`config.mk`:
```
export PLATFORM = sky130hd
export DESIGN_NAME = missing_tooth_wheel_decoder
export DESIGN_NICKNAME = d
export VERILOG_FILES = /design/src/rtl/core/mtwd_pkg.sv /design/src/rtl/core/missing_tooth_wheel_decoder.sv
export SDC_FILE = /design/constraint.sdc
export NUM_CORES = 2
export LEC_CHECK = 0
export ABC_CLOCK_PERIOD_IN_PS = 26200
export BUFFER_PORTS_ARGS = -buffer_cell sky130_fd_sc_hd__buf_2
export CELL_PAD_IN_SITES_DETAIL_PLACEMENT = 0
export CELL_PAD_IN_SITES_GLOBAL_PLACEMENT = 2
export CORE_UTILIZATION = 44
export CTS_BUF_LIST = sky130_fd_sc_hd__clkbuf_4
export CTS_CLUSTER_SIZE = 28
export DETAILED_ROUTE_END_ITERATION = 10
export GPL_TIMING_DRIVEN = 1
export PLACE_DENSITY_LB_ADDON = 0.1
export SLEW_MARGIN = 10
export SYNTH_ARGS = -nofsm -noshare
export SYNTH_HDL_FRONTEND = slang
export SYNTH_SLANG_ARGS = --single-unit
```
`constraint.sdc`:
```
create_clock -name clock -period 26.2 [get_ports clock]
set_input_delay 5.24 -clock clock [delete_from_list [all_inputs] [get_ports clock]]
set_output_delay 5.24 -clock clock [all_outputs]
set_load 0.005 [all_outputs]
```
`src/rtl/core/mtwd_pkg.sv`:
```
// ----------------------------------------------------------------------------
// mtwd_pkg: shared definitions for the missing-tooth wheel decoder
// Register indexes, reset values, ratio window constants and sizes.
// ----------------------------------------------------------------------------
package mtwd_pkg;

   localparam int PERIOD_WIDTH_DEFAULT = 32;

   // Configuration register indexes
   localparam logic [2:0] REG_CLOCK_HZ      = 3'd0;
   localparam logic [2:0] REG_TEETH_PER_REV = 3'd1;
   localparam logic [2:0] REG_COUNT_LIMIT   = 3'd2;
   localparam logic [2:0] REG_MARKER_EVERY  = 3'd3;
   localparam logic [2:0] REG_MARKER_LIMIT  = 3'd4;

   localparam int CLOCK_WIDTH = 30;
   localparam int COUNT_WIDTH = 8;

   localparam logic [CLOCK_WIDTH-1:0] CLOCK_HZ_RESET      = 30'd200000000;
   localparam logic [COUNT_WIDTH-1:0] TEETH_PER_REV_RESET = 8'd36;
   localparam logic [COUNT_WIDTH-1:0] COUNT_LIMIT_RESET   = 8'd33;
   localparam logic [COUNT_WIDTH-1:0] MARKER_EVERY_RESET  = 8'd5;
   localparam logic [COUNT_WIDTH-1:0] MARKER_LIMIT_RESET  = 8'd31;

   localparam logic [COUNT_WIDTH-1:0] COUNT_MAX = 8'hFF;
   localparam logic [31:0]            SPEED_MAX = 32'hFFFF_FFFF;

   // Divider passes: full clock numerator, or a tooth count for the marker test
   localparam int ITER_WIDTH   = 5;
   localparam int SPEED_STEPS  = CLOCK_WIDTH;
   localparam int MARKER_STEPS = COUNT_WIDTH;

   // Ratio slots, in tenths, walked by the compare sequencer
   localparam int RATIO_WIDTH = 6;
   localparam logic [2:0] SLOT_SPEED_LO = 3'd0;
   localparam logic [2:0] SLOT_SPEED_HI = 3'd1;
   localparam logic [2:0] SLOT_HALF_LO  = 3'd2;
   localparam logic [2:0] SLOT_HALF_HI  = 3'd3;
   localparam logic [2:0] SLOT_GAP_LO   = 3'd4;
   localparam logic [2:0] SLOT_SYNC_LO  = 3'd5;
   localparam logic [2:0] SLOT_SYNC_HI  = 3'd6;
   localparam logic [2:0] SLOT_GAP_HI   = 3'd7;

   function automatic logic [RATIO_WIDTH-1:0] ratio_tenths(input logic [2:0] slot);
      logic [RATIO_WIDTH-1:0] k;
      case (slot)
         SLOT_SPEED_LO: k = 6'd8;
         SLOT_SPEED_HI: k = 6'd12;
         SLOT_HALF_LO:  k = 6'd18;
         SLOT_HALF_HI:  k = 6'd22;
         SLOT_GAP_LO:   k = 6'd23;
         SLOT_SYNC_LO:  k = 6'd25;
         SLOT_SYNC_HI:  k = 6'd35;
         SLOT_GAP_HI:   k = 6'd37;
         default:       k = 6'd0;
      endcase
      return k;
   endfunction

endpackage

```
`src/rtl/core/missing_tooth_wheel_decoder.sv`:
```
// ----------------------------------------------------------------------------
// missing_tooth_wheel_decoder: trigger wheel gap detector and speed decoder
// Windows each tooth period against the previous one, tracks sync, tooth
// count and markers, and divides the timer clock down to a held wheel speed.
// ----------------------------------------------------------------------------
// One tooth period is taken per transfer on req_, and one result per tooth is
// offered on rsp_. A tooth passes one ratio multiply-compare walked over eight
// window edges, a speed division when its ratio calls for a new speed (skipped
// when the divisor is zero), and a marker test, then waits on rsp_stall. One
// restoring divider serves both and gives one quotient bit a cycle (30 bits for
// the speed, 8 for the marker remainder). req_stall stays high from the
// transfer until the result has been taken. Configuration writes are always
// ready and should be made while no tooth is in flight.
module missing_tooth_wheel_decoder #(
   parameter int PERIOD_WIDTH = mtwd_pkg::PERIOD_WIDTH_DEFAULT
) (
   input  logic        clock,
   input  logic        reset,
   input  logic        req_valid,
   output logic        req_stall,
   input  logic [31:0] req_tooth_period,
   output logic        rsp_valid,
   input  logic        rsp_stall,
   output logic [31:0] rsp_speed_rpm,
   output logic        rsp_gap_event,
   output logic        rsp_marker_event,
   output logic [7:0]  rsp_tooth_index,
   output logic        rsp_synced,
   input  logic        csr_valid,
   output logic        csr_ready,
   input  logic [2:0]  csr_index,
   input  logic [31:0] csr_wdata
);

   localparam int PW  = PERIOD_WIDTH;
   localparam int CW  = PW + 6;              // ratio products and 10x period
   localparam int DW  = PW + 8;              // period times teeth
   localparam int QW  = mtwd_pkg::CLOCK_WIDTH;
   localparam int NW  = mtwd_pkg::COUNT_WIDTH;
   localparam int IW  = mtwd_pkg::ITER_WIDTH;
   localparam int SW  = QW + 6;              // quotient times 60

   localparam logic [2:0] ST_IDLE   = 3'd0;
   localparam logic [2:0] ST_CMP    = 3'd1;
   localparam logic [2:0] ST_DECIDE = 3'd2;
   localparam logic [2:0] ST_MUL    = 3'd3;
   localparam logic [2:0] ST_DIV    = 3'd4;
   localparam logic [2:0] ST_SCALE  = 3'd5;
   localparam logic [2:0] ST_MARK   = 3'd6;
   localparam logic [2:0] ST_OUT    = 3'd7;

   logic [2:0]    state_ff, state_in;
   logic [QW-1:0] clock_hz_ff, clock_hz_in;
   logic [NW-1:0] teeth_ff, teeth_in;
   logic [NW-1:0] count_limit_ff, count_limit_in;
   logic [NW-1:0] marker_every_ff, marker_every_in;
   logic [NW-1:0] marker_limit_ff, marker_limit_in;

   logic [PW-1:0] prev_ff, prev_in;
   logic [NW-1:0] count_ff, count_in;
   logic          sync_ff, sync_in;
   logic [31:0]   speed_ff, speed_in;
   logic          gap_ff, gap_in;
   logic          marker_ff, marker_in;

   logic [PW-1:0] cur_ff, cur_in;
   logic [CW-1:0] c10_ff, c10_in;
   logic [2:0]    slot_ff, slot_in;
   logic [7:0]    lt_ff, lt_in;
   logic [7:0]    gt_ff, gt_in;
   logic [QW-1:0] num_ff, num_in;
   logic [DW-1:0] rem_ff, rem_in;
   logic [DW-1:0] den_ff, den_in;
   logic [IW-1:0] iter_ff, iter_in;
   logic          speed_mode_ff, speed_mode_in;

   logic [CW-1:0] ratio_prod;
   logic [DW:0]   rem_shift;
   logic [DW:0]   rem_diff;
   logic [DW-1:0] rem_next;
   logic [DW-1:0] den_prod;
   logic [SW-1:0] scaled;
   logic          win_speed, win_half, win_gap, win_sync;
   logic          sync_next;
   logic [NW-1:0] count_next;

   // Shared ratio multiply and divider subtract
   assign ratio_prod = CW'(mtwd_pkg::ratio_tenths(slot_ff)) * CW'(prev_ff);
   assign rem_shift  = {rem_ff, num_ff[QW-1]};
   assign rem_diff   = rem_shift - {1'b0, den_ff};
   assign rem_next   = rem_diff[DW] ? rem_shift[DW-1:0] : rem_diff[DW-1:0];
   assign den_prod   = DW'(den_ff[PW-1:0]) * DW'(teeth_ff);
   assign scaled     = (SW'(num_ff) << 6) - (SW'(num_ff) << 2);

   assign win_speed = lt_ff[mtwd_pkg::SLOT_SPEED_LO] & gt_ff[mtwd_pkg::SLOT_SPEED_HI];
   assign win_half  = lt_ff[mtwd_pkg::SLOT_HALF_LO]  & gt_ff[mtwd_pkg::SLOT_HALF_HI];
   assign win_gap   = lt_ff[mtwd_pkg::SLOT_GAP_LO]   & gt_ff[mtwd_pkg::SLOT_GAP_HI];
   assign win_sync  = lt_ff[mtwd_pkg::SLOT_SYNC_LO]  & gt_ff[mtwd_pkg::SLOT_SYNC_HI];

   always_comb begin
      state_in        = state_ff;
      clock_hz_in     = clock_hz_ff;
      teeth_in        = teeth_ff;
      count_limit_in  = count_limit_ff;
      marker_every_in = marker_every_ff;
      marker_limit_in = marker_limit_ff;
      prev_in         = prev_ff;
      count_in        = count_ff;
      sync_in         = sync_ff;
      speed_in        = speed_ff;
      gap_in          = gap_ff;
      marker_in       = marker_ff;
      cur_in          = cur_ff;
      c10_in          = c10_ff;
      slot_in         = slot_ff;
      lt_in           = lt_ff;
      gt_in           = gt_ff;
      num_in          = num_ff;
      rem_in          = rem_ff;
      den_in          = den_ff;
      iter_in         = iter_ff;
      speed_mode_in   = speed_mode_ff;
      sync_next       = sync_ff;
      count_next      = count_ff;

      if (csr_valid) begin
         case (csr_index)
            mtwd_pkg::REG_CLOCK_HZ:      clock_hz_in     = csr_wdata[QW-1:0];
            mtwd_pkg::REG_TEETH_PER_REV: teeth_in        = csr_wdata[NW-1:0];
            mtwd_pkg::REG_COUNT_LIMIT:   count_limit_in  = csr_wdata[NW-1:0];
            mtwd_pkg::REG_MARKER_EVERY:  marker_every_in = csr_wdata[NW-1:0];
            mtwd_pkg::REG_MARKER_LIMIT:  marker_limit_in = csr_wdata[NW-1:0];
            default: ;
         endcase
      end

      case (state_ff)
         ST_IDLE: begin
            if (req_valid) begin
               cur_in   = req_tooth_period[PW-1:0];
               c10_in   = (CW'(req_tooth_period[PW-1:0]) << 3)
                        + (CW'(req_tooth_period[PW-1:0]) << 1);
               slot_in  = 3'd0;
               state_in = ST_CMP;
            end
         end
         ST_CMP: begin
            lt_in[slot_ff] = ratio_prod < c10_ff;
            gt_in[slot_ff] = ratio_prod > c10_ff;
            slot_in        = slot_ff + 3'd1;
            if (slot_ff == 3'd7) begin
               state_in = ST_DECIDE;
            end
         end
         ST_DECIDE: begin
            sync_next     = sync_ff | win_sync;
            sync_in       = sync_next;
            prev_in       = cur_ff;
            gap_in        = 1'b0;
            speed_mode_in = 1'b0;
            if (win_speed) begin
               speed_mode_in = 1'b1;
               den_in        = DW'(cur_ff);
            end else if (win_half) begin
               speed_mode_in = 1'b1;
               den_in        = DW'(cur_ff >> 1);
            end else if (win_gap || count_ff == count_limit_ff) begin
               gap_in     = 1'b1;
               count_next = '0;
            end
            // advance once synced, hold at full scale
            if (sync_next && count_next != mtwd_pkg::COUNT_MAX) begin
               count_next = count_next + NW'(1);
            end
            count_in = count_next;
            state_in = speed_mode_in ? ST_MUL : ST_MARK;
         end
         ST_MUL: begin
            if (den_prod == '0) begin
               speed_in      = mtwd_pkg::SPEED_MAX;
               speed_mode_in = 1'b0;
               state_in      = ST_MARK;
            end else begin
               den_in   = den_prod;
               num_in   = clock_hz_ff;
               rem_in   = '0;
               iter_in  = IW'(mtwd_pkg::SPEED_STEPS - 1);
               state_in = ST_DIV;
            end
         end
         ST_DIV: begin
            rem_in  = rem_next;
            num_in  = {num_ff[QW-2:0], ~rem_diff[DW]};
            iter_in = iter_ff - IW'(1);
            if (iter_ff == '0) begin
               if (speed_mode_ff) begin
                  state_in = ST_SCALE;
               end else begin
                  marker_in = (rem_next == '0);
                  state_in  = ST_OUT;
               end
            end
         end
         ST_SCALE: begin
            speed_in      = (scaled[SW-1:32] != '0) ? mtwd_pkg::SPEED_MAX : scaled[31:0];
            speed_mode_in = 1'b0;
            state_in      = ST_MARK;
         end
         ST_MARK: begin
            if (marker_every_ff != '0 && count_ff != '0 && count_ff < marker_limit_ff) begin
               // count sits in the top bits so only its own bits are stepped
               num_in   = {count_ff, {(QW-NW){1'b0}}};
               rem_in   = '0;
               den_in   = DW'(marker_every_ff);
               iter_in  = IW'(mtwd_pkg::MARKER_STEPS - 1);
               state_in = ST_DIV;
            end else begin
               marker_in = 1'b0;
               state_in  = ST_OUT;
            end
         end
         ST_OUT: begin
            if (!rsp_stall) begin
               state_in = ST_IDLE;
            end
         end
         default: begin
            state_in = ST_IDLE;
         end
      endcase
   end

   always_ff @(posedge clock) begin
      if (reset) begin
         state_ff        <= ST_IDLE;
         clock_hz_ff     <= mtwd_pkg::CLOCK_HZ_RESET;
         teeth_ff        <= mtwd_pkg::TEETH_PER_REV_RESET;
         count_limit_ff  <= mtwd_pkg::COUNT_LIMIT_RESET;
         marker_every_ff <= mtwd_pkg::MARKER_EVERY_RESET;
         marker_limit_ff <= mtwd_pkg::MARKER_LIMIT_RESET;
         prev_ff         <= '0;
         count_ff        <= '0;
         sync_ff         <= 1'b0;
         speed_ff        <= '0;
         gap_ff          <= 1'b0;
         marker_ff       <= 1'b0;
         speed_mode_ff   <= 1'b0;
      end else begin
         state_ff        <= state_in;
         clock_hz_ff     <= clock_hz_in;
         teeth_ff        <= teeth_in;
         count_limit_ff  <= count_limit_in;
         marker_every_ff <= marker_every_in;
         marker_limit_ff <= marker_limit_in;
         prev_ff         <= prev_in;
         count_ff        <= count_in;
         sync_ff         <= sync_in;
         speed_ff        <= speed_in;
         gap_ff          <= gap_in;
         marker_ff       <= marker_in;
         speed_mode_ff   <= speed_mode_in;
      end
   end

   always_ff @(posedge clock) begin
      cur_ff  <= cur_in;
      c10_ff  <= c10_in;
      slot_ff <= slot_in;
      lt_ff   <= lt_in;
      gt_ff   <= gt_in;
      num_ff  <= num_in;
      rem_ff  <= rem_in;
      den_ff  <= den_in;
      iter_ff <= iter_in;
   end

   assign req_stall        = (state_ff != ST_IDLE);
   assign rsp_valid        = (state_ff == ST_OUT);
   assign rsp_speed_rpm    = speed_ff;
   assign rsp_gap_event    = gap_ff;
   assign rsp_marker_event = marker_ff;
   assign rsp_tooth_index  = count_ff;
   assign rsp_synced       = sync_ff;
   assign csr_ready        = 1'b1;

endmodule

```
==> flow_metrics.env <==
export IMPL_finClkSkew_ns=0.110
export IMPL_synth_area_top_cells="fa_1, edfxtp_1, ha_1"
export IMPL_hold_class="reg -> reg"
export IMPL_worstSetupPathType="reg -> out"
export IMPL_cts_resized=0
export IMPL_hold_viol=0
export IMPL_cts_tree="built"
export IMPL_fp_dieH_um=281
export IMPL_port_buffer_count=114
export IMPL_grt_overflow_total=0
export IMPL_slew_viol_final=0
export IMPL_synth_async_reset_ratio=0
export IMPL_drv_cap=0
export IMPL_worst_slew_pin_transition_ns=1.13
export IMPL_cts_max_path_buffers=3
export IMPL_pin_count=118
export IMPL_route_detailed_drc=0
export IMPL_grt_start_max_net_pins=80
export IMPL_synth_distinct_cells=90
export IMPL_synth_cells=3926
export IMPL_start_util=0.447
export IMPL_syn_to_final_growth_pct=8.24
export IMPL_clk_pin_slew_worst_paths_ns=0.07
export IMPL_grt_pass1_vias=28100
export IMPL_vias=27700
export IMPL_cts_root_buf="clkbuf_4"
export IMPL_netlist_top_cells_count="nand2_1, inv_1, fa_1"
export IMPL_routedWlPerCell_um=19.2
export IMPL_crit_path_max_fanout=43
export IMPL_yosysWarnings=0
export IMPL_cts_hold_buffers=0
export IMPL_vdd_drop_max_mv=0.0306
export IMPL_crit_arrival_ns=3.01
export IMPL_cts_buffers=98
export IMPL_hold_ws_ns=0.456
export IMPL_firstDrtPassIters=7
export IMPL_rsz0062_at_grt="no"
export IMPL_row_count=101
export IMPL_postRouteAntennaNets=0
export IMPL_worstSkewPairLatency_ns=0.89
export IMPL_fin_nets=4644
export IMPL_powerDensity_nw_per_um2=37.4
export IMPL_setup_viol=0
export IMPL_antenna_found_initial=1
export IMPL_grt_pass1_wl_um=158000
export IMPL_syn_num_nets=4551
export IMPL_routed_wirelength_um=98700
export IMPL_critical_path_endpoint_type="output pin"
export IMPL_synth_most_common_cell="nand2_1"
export IMPL_fillCellCount=7719
export IMPL_tns_ns=0
export IMPL_die_w_um=281
export IMPL_fmax_ghz=0.121
export IMPL_viasPerCell=5.40
export IMPL_synth_area_um2=34200
export IMPL_drive_above_1_share=0.0907
export IMPL_crit_required_ns=20.96
export IMPL_synth_largest_area_cell="fa_1"
export IMPL_startpoint_type="flop"
export IMPL_dpl_hpwl_um=75500
export IMPL_core_area_um2=76500
export IMPL_maxSlewHeadroom=0.250
export IMPL_drtIter0Drc=1589
export IMPL_status="complete, no violations"
export IMPL_ys_flop_type="edfxtp_1"
export IMPL_dieArea_um2=78800
export IMPL_clock_sinks=337
export IMPL_ys_seq_area_frac=0.253
export IMPL_static_leakage_power_nw=16.6
export IMPL_post_cts_buffers=0
export IMPL_period_needed_ns=8.25
export IMPL_synth_seq_cells=337
export IMPL_cts_max_level=3
export IMPL_grt_usage=0.256
export IMPL_gp_routability_congestion=0.898
export IMPL_yosys_area_top_type_share=0.177
export IMPL_synth_edff_count=191
export IMPL_synth_area_per_cell_um2=8.71
export IMPL_fin_crit_sh=0.315
[routing by layer]
metal / track usage / part of all wire / vias up
li1: - / - / 13400
met1: 0.363 / 0.48 / 13600
met2: 0.414 / 0.46 / 502
met3: 0.0279 / 0.037 / 126
met4: 0.0708 / 0.022 / 0
met5: 0 / 0 / -
[cell usage in the layout (no fill, tap or decap), types with 11 or more instances in the layout]
master	count
and2_1	252
o21ai_0	136
nand3_1	60
nor2b_1	27
nor2_1	211
clkinv_1	20
xor2_1	49
inv_1	503
a211oi_1	30
or3_1	20
buf_4	36
clkbuf_4	149
a211oi_2	19
o31ai_1	28
dfxtp_1	145
fa_1	303
buf_2	113
a21o_1	70
nand4_1	33
nor4_1	21
a2111oi_0	11
edfxtp_1	191
a21boi_0	11
mux2i_1	79
a21oi_1	244
xnor2_1	101
o21bai_1	20
nand3b_1	31
o211ai_1	16
nand2b_1	34
o22ai_1	25
nor3_1	83
nand2_1	554
a31oi_1	13
ha_1	250
and3_1	18
o21a_1	38
[per-stage QoR]
step	setup WS, ns	instance area, um^2	utilization	std cells	power [mW]
finish	17.95	37000	0.484	5131	1.38
floorplan	13.81	34200	-	3926	0.785
global placement	17.46	35700	0.467	4949	0.865
CTS	17.83	37000	0.484	5130	1.40
detailed placement	17.46	35700	0.467	4949	0.864
global route	17.70	37000	0.484	5131	1.46
[critical path, stage by stage (launching register included)]
cell and delay (ns):
dfxtp_2 1.01, inv_1 0.60, nor2_1 0.37, buf_2 0.17
[state kept, by name (all words and copies together), names as in the netlist, 5 cells and up, named ones only]
signal           flops
c10_ff              33
clock_hz_ff         30
count_limit_ff       8
cur_ff              32
den_ff              40
iter_ff              5
marker_every_ff      8
marker_limit_ff      8
num_ff              30
prev_ff             32
rem_ff              40
rsp_speed_rpm       31
rsp_tooth_index      8
teeth_ff             8
[worst paths after layout]
check	from	to	slack [ns]	depth (start not counted)
worst min-delay path	clock_hz_ff[18]	clock_hz_ff[18]	0.46	2
worst max-delay path	state_ff[1]	rsp_valid	17.95	3
worst max register to register	teeth_ff[5]	rem_ff[29]	18.10	21
worst min register to register	clock_hz_ff[18]	clock_hz_ff[18]	0.46	2
[cell families (layout without fill, tap and decap cells)]
| logic type | Yosys count | in the layout | synth area share |
|---|---|---|---|
| DFF | 337 | 337 | 0.253 |
| AOI/OAI and AO/OA | 746 | 746 | 0.141 |
| and+or+nand+nor | 1392 | 1392 | 0.197 |
| other | 1 | 2 | 0.000110 |
| muxes | 86 | 86 | 0.0254 |
| adders and majority gates | 553 | 553 | 0.269 |
| buffers and inverters | 660 | 834 | 0.0755 |
| xor gates and xnor gates | 151 | 151 | 0.0387 |
[power breakdown]
| group | internal, mW | switching [mW] |
|---|---|---|
| clock network | 0.272 | 0.256 |
| logic | 0.0945 | 0.176 |
| registers | 0.575 | 0.00985 |
| total | 0.942 | 0.442 |
[layout make-up]
cell class,instances,area [um^2],area share
sequential,337,8660,0.234
antenna,1,2.50,0.0000676
clock inverter,32,191,0.00517
clock buffer,149,1120,0.0302
tap,1030,1290,0.0348
inverter,504,1890,0.0511
multi-input combinational,2929,23000,0.622
timing repair buffer,149,836,0.0226
Power figures use the tool's default switching activity.
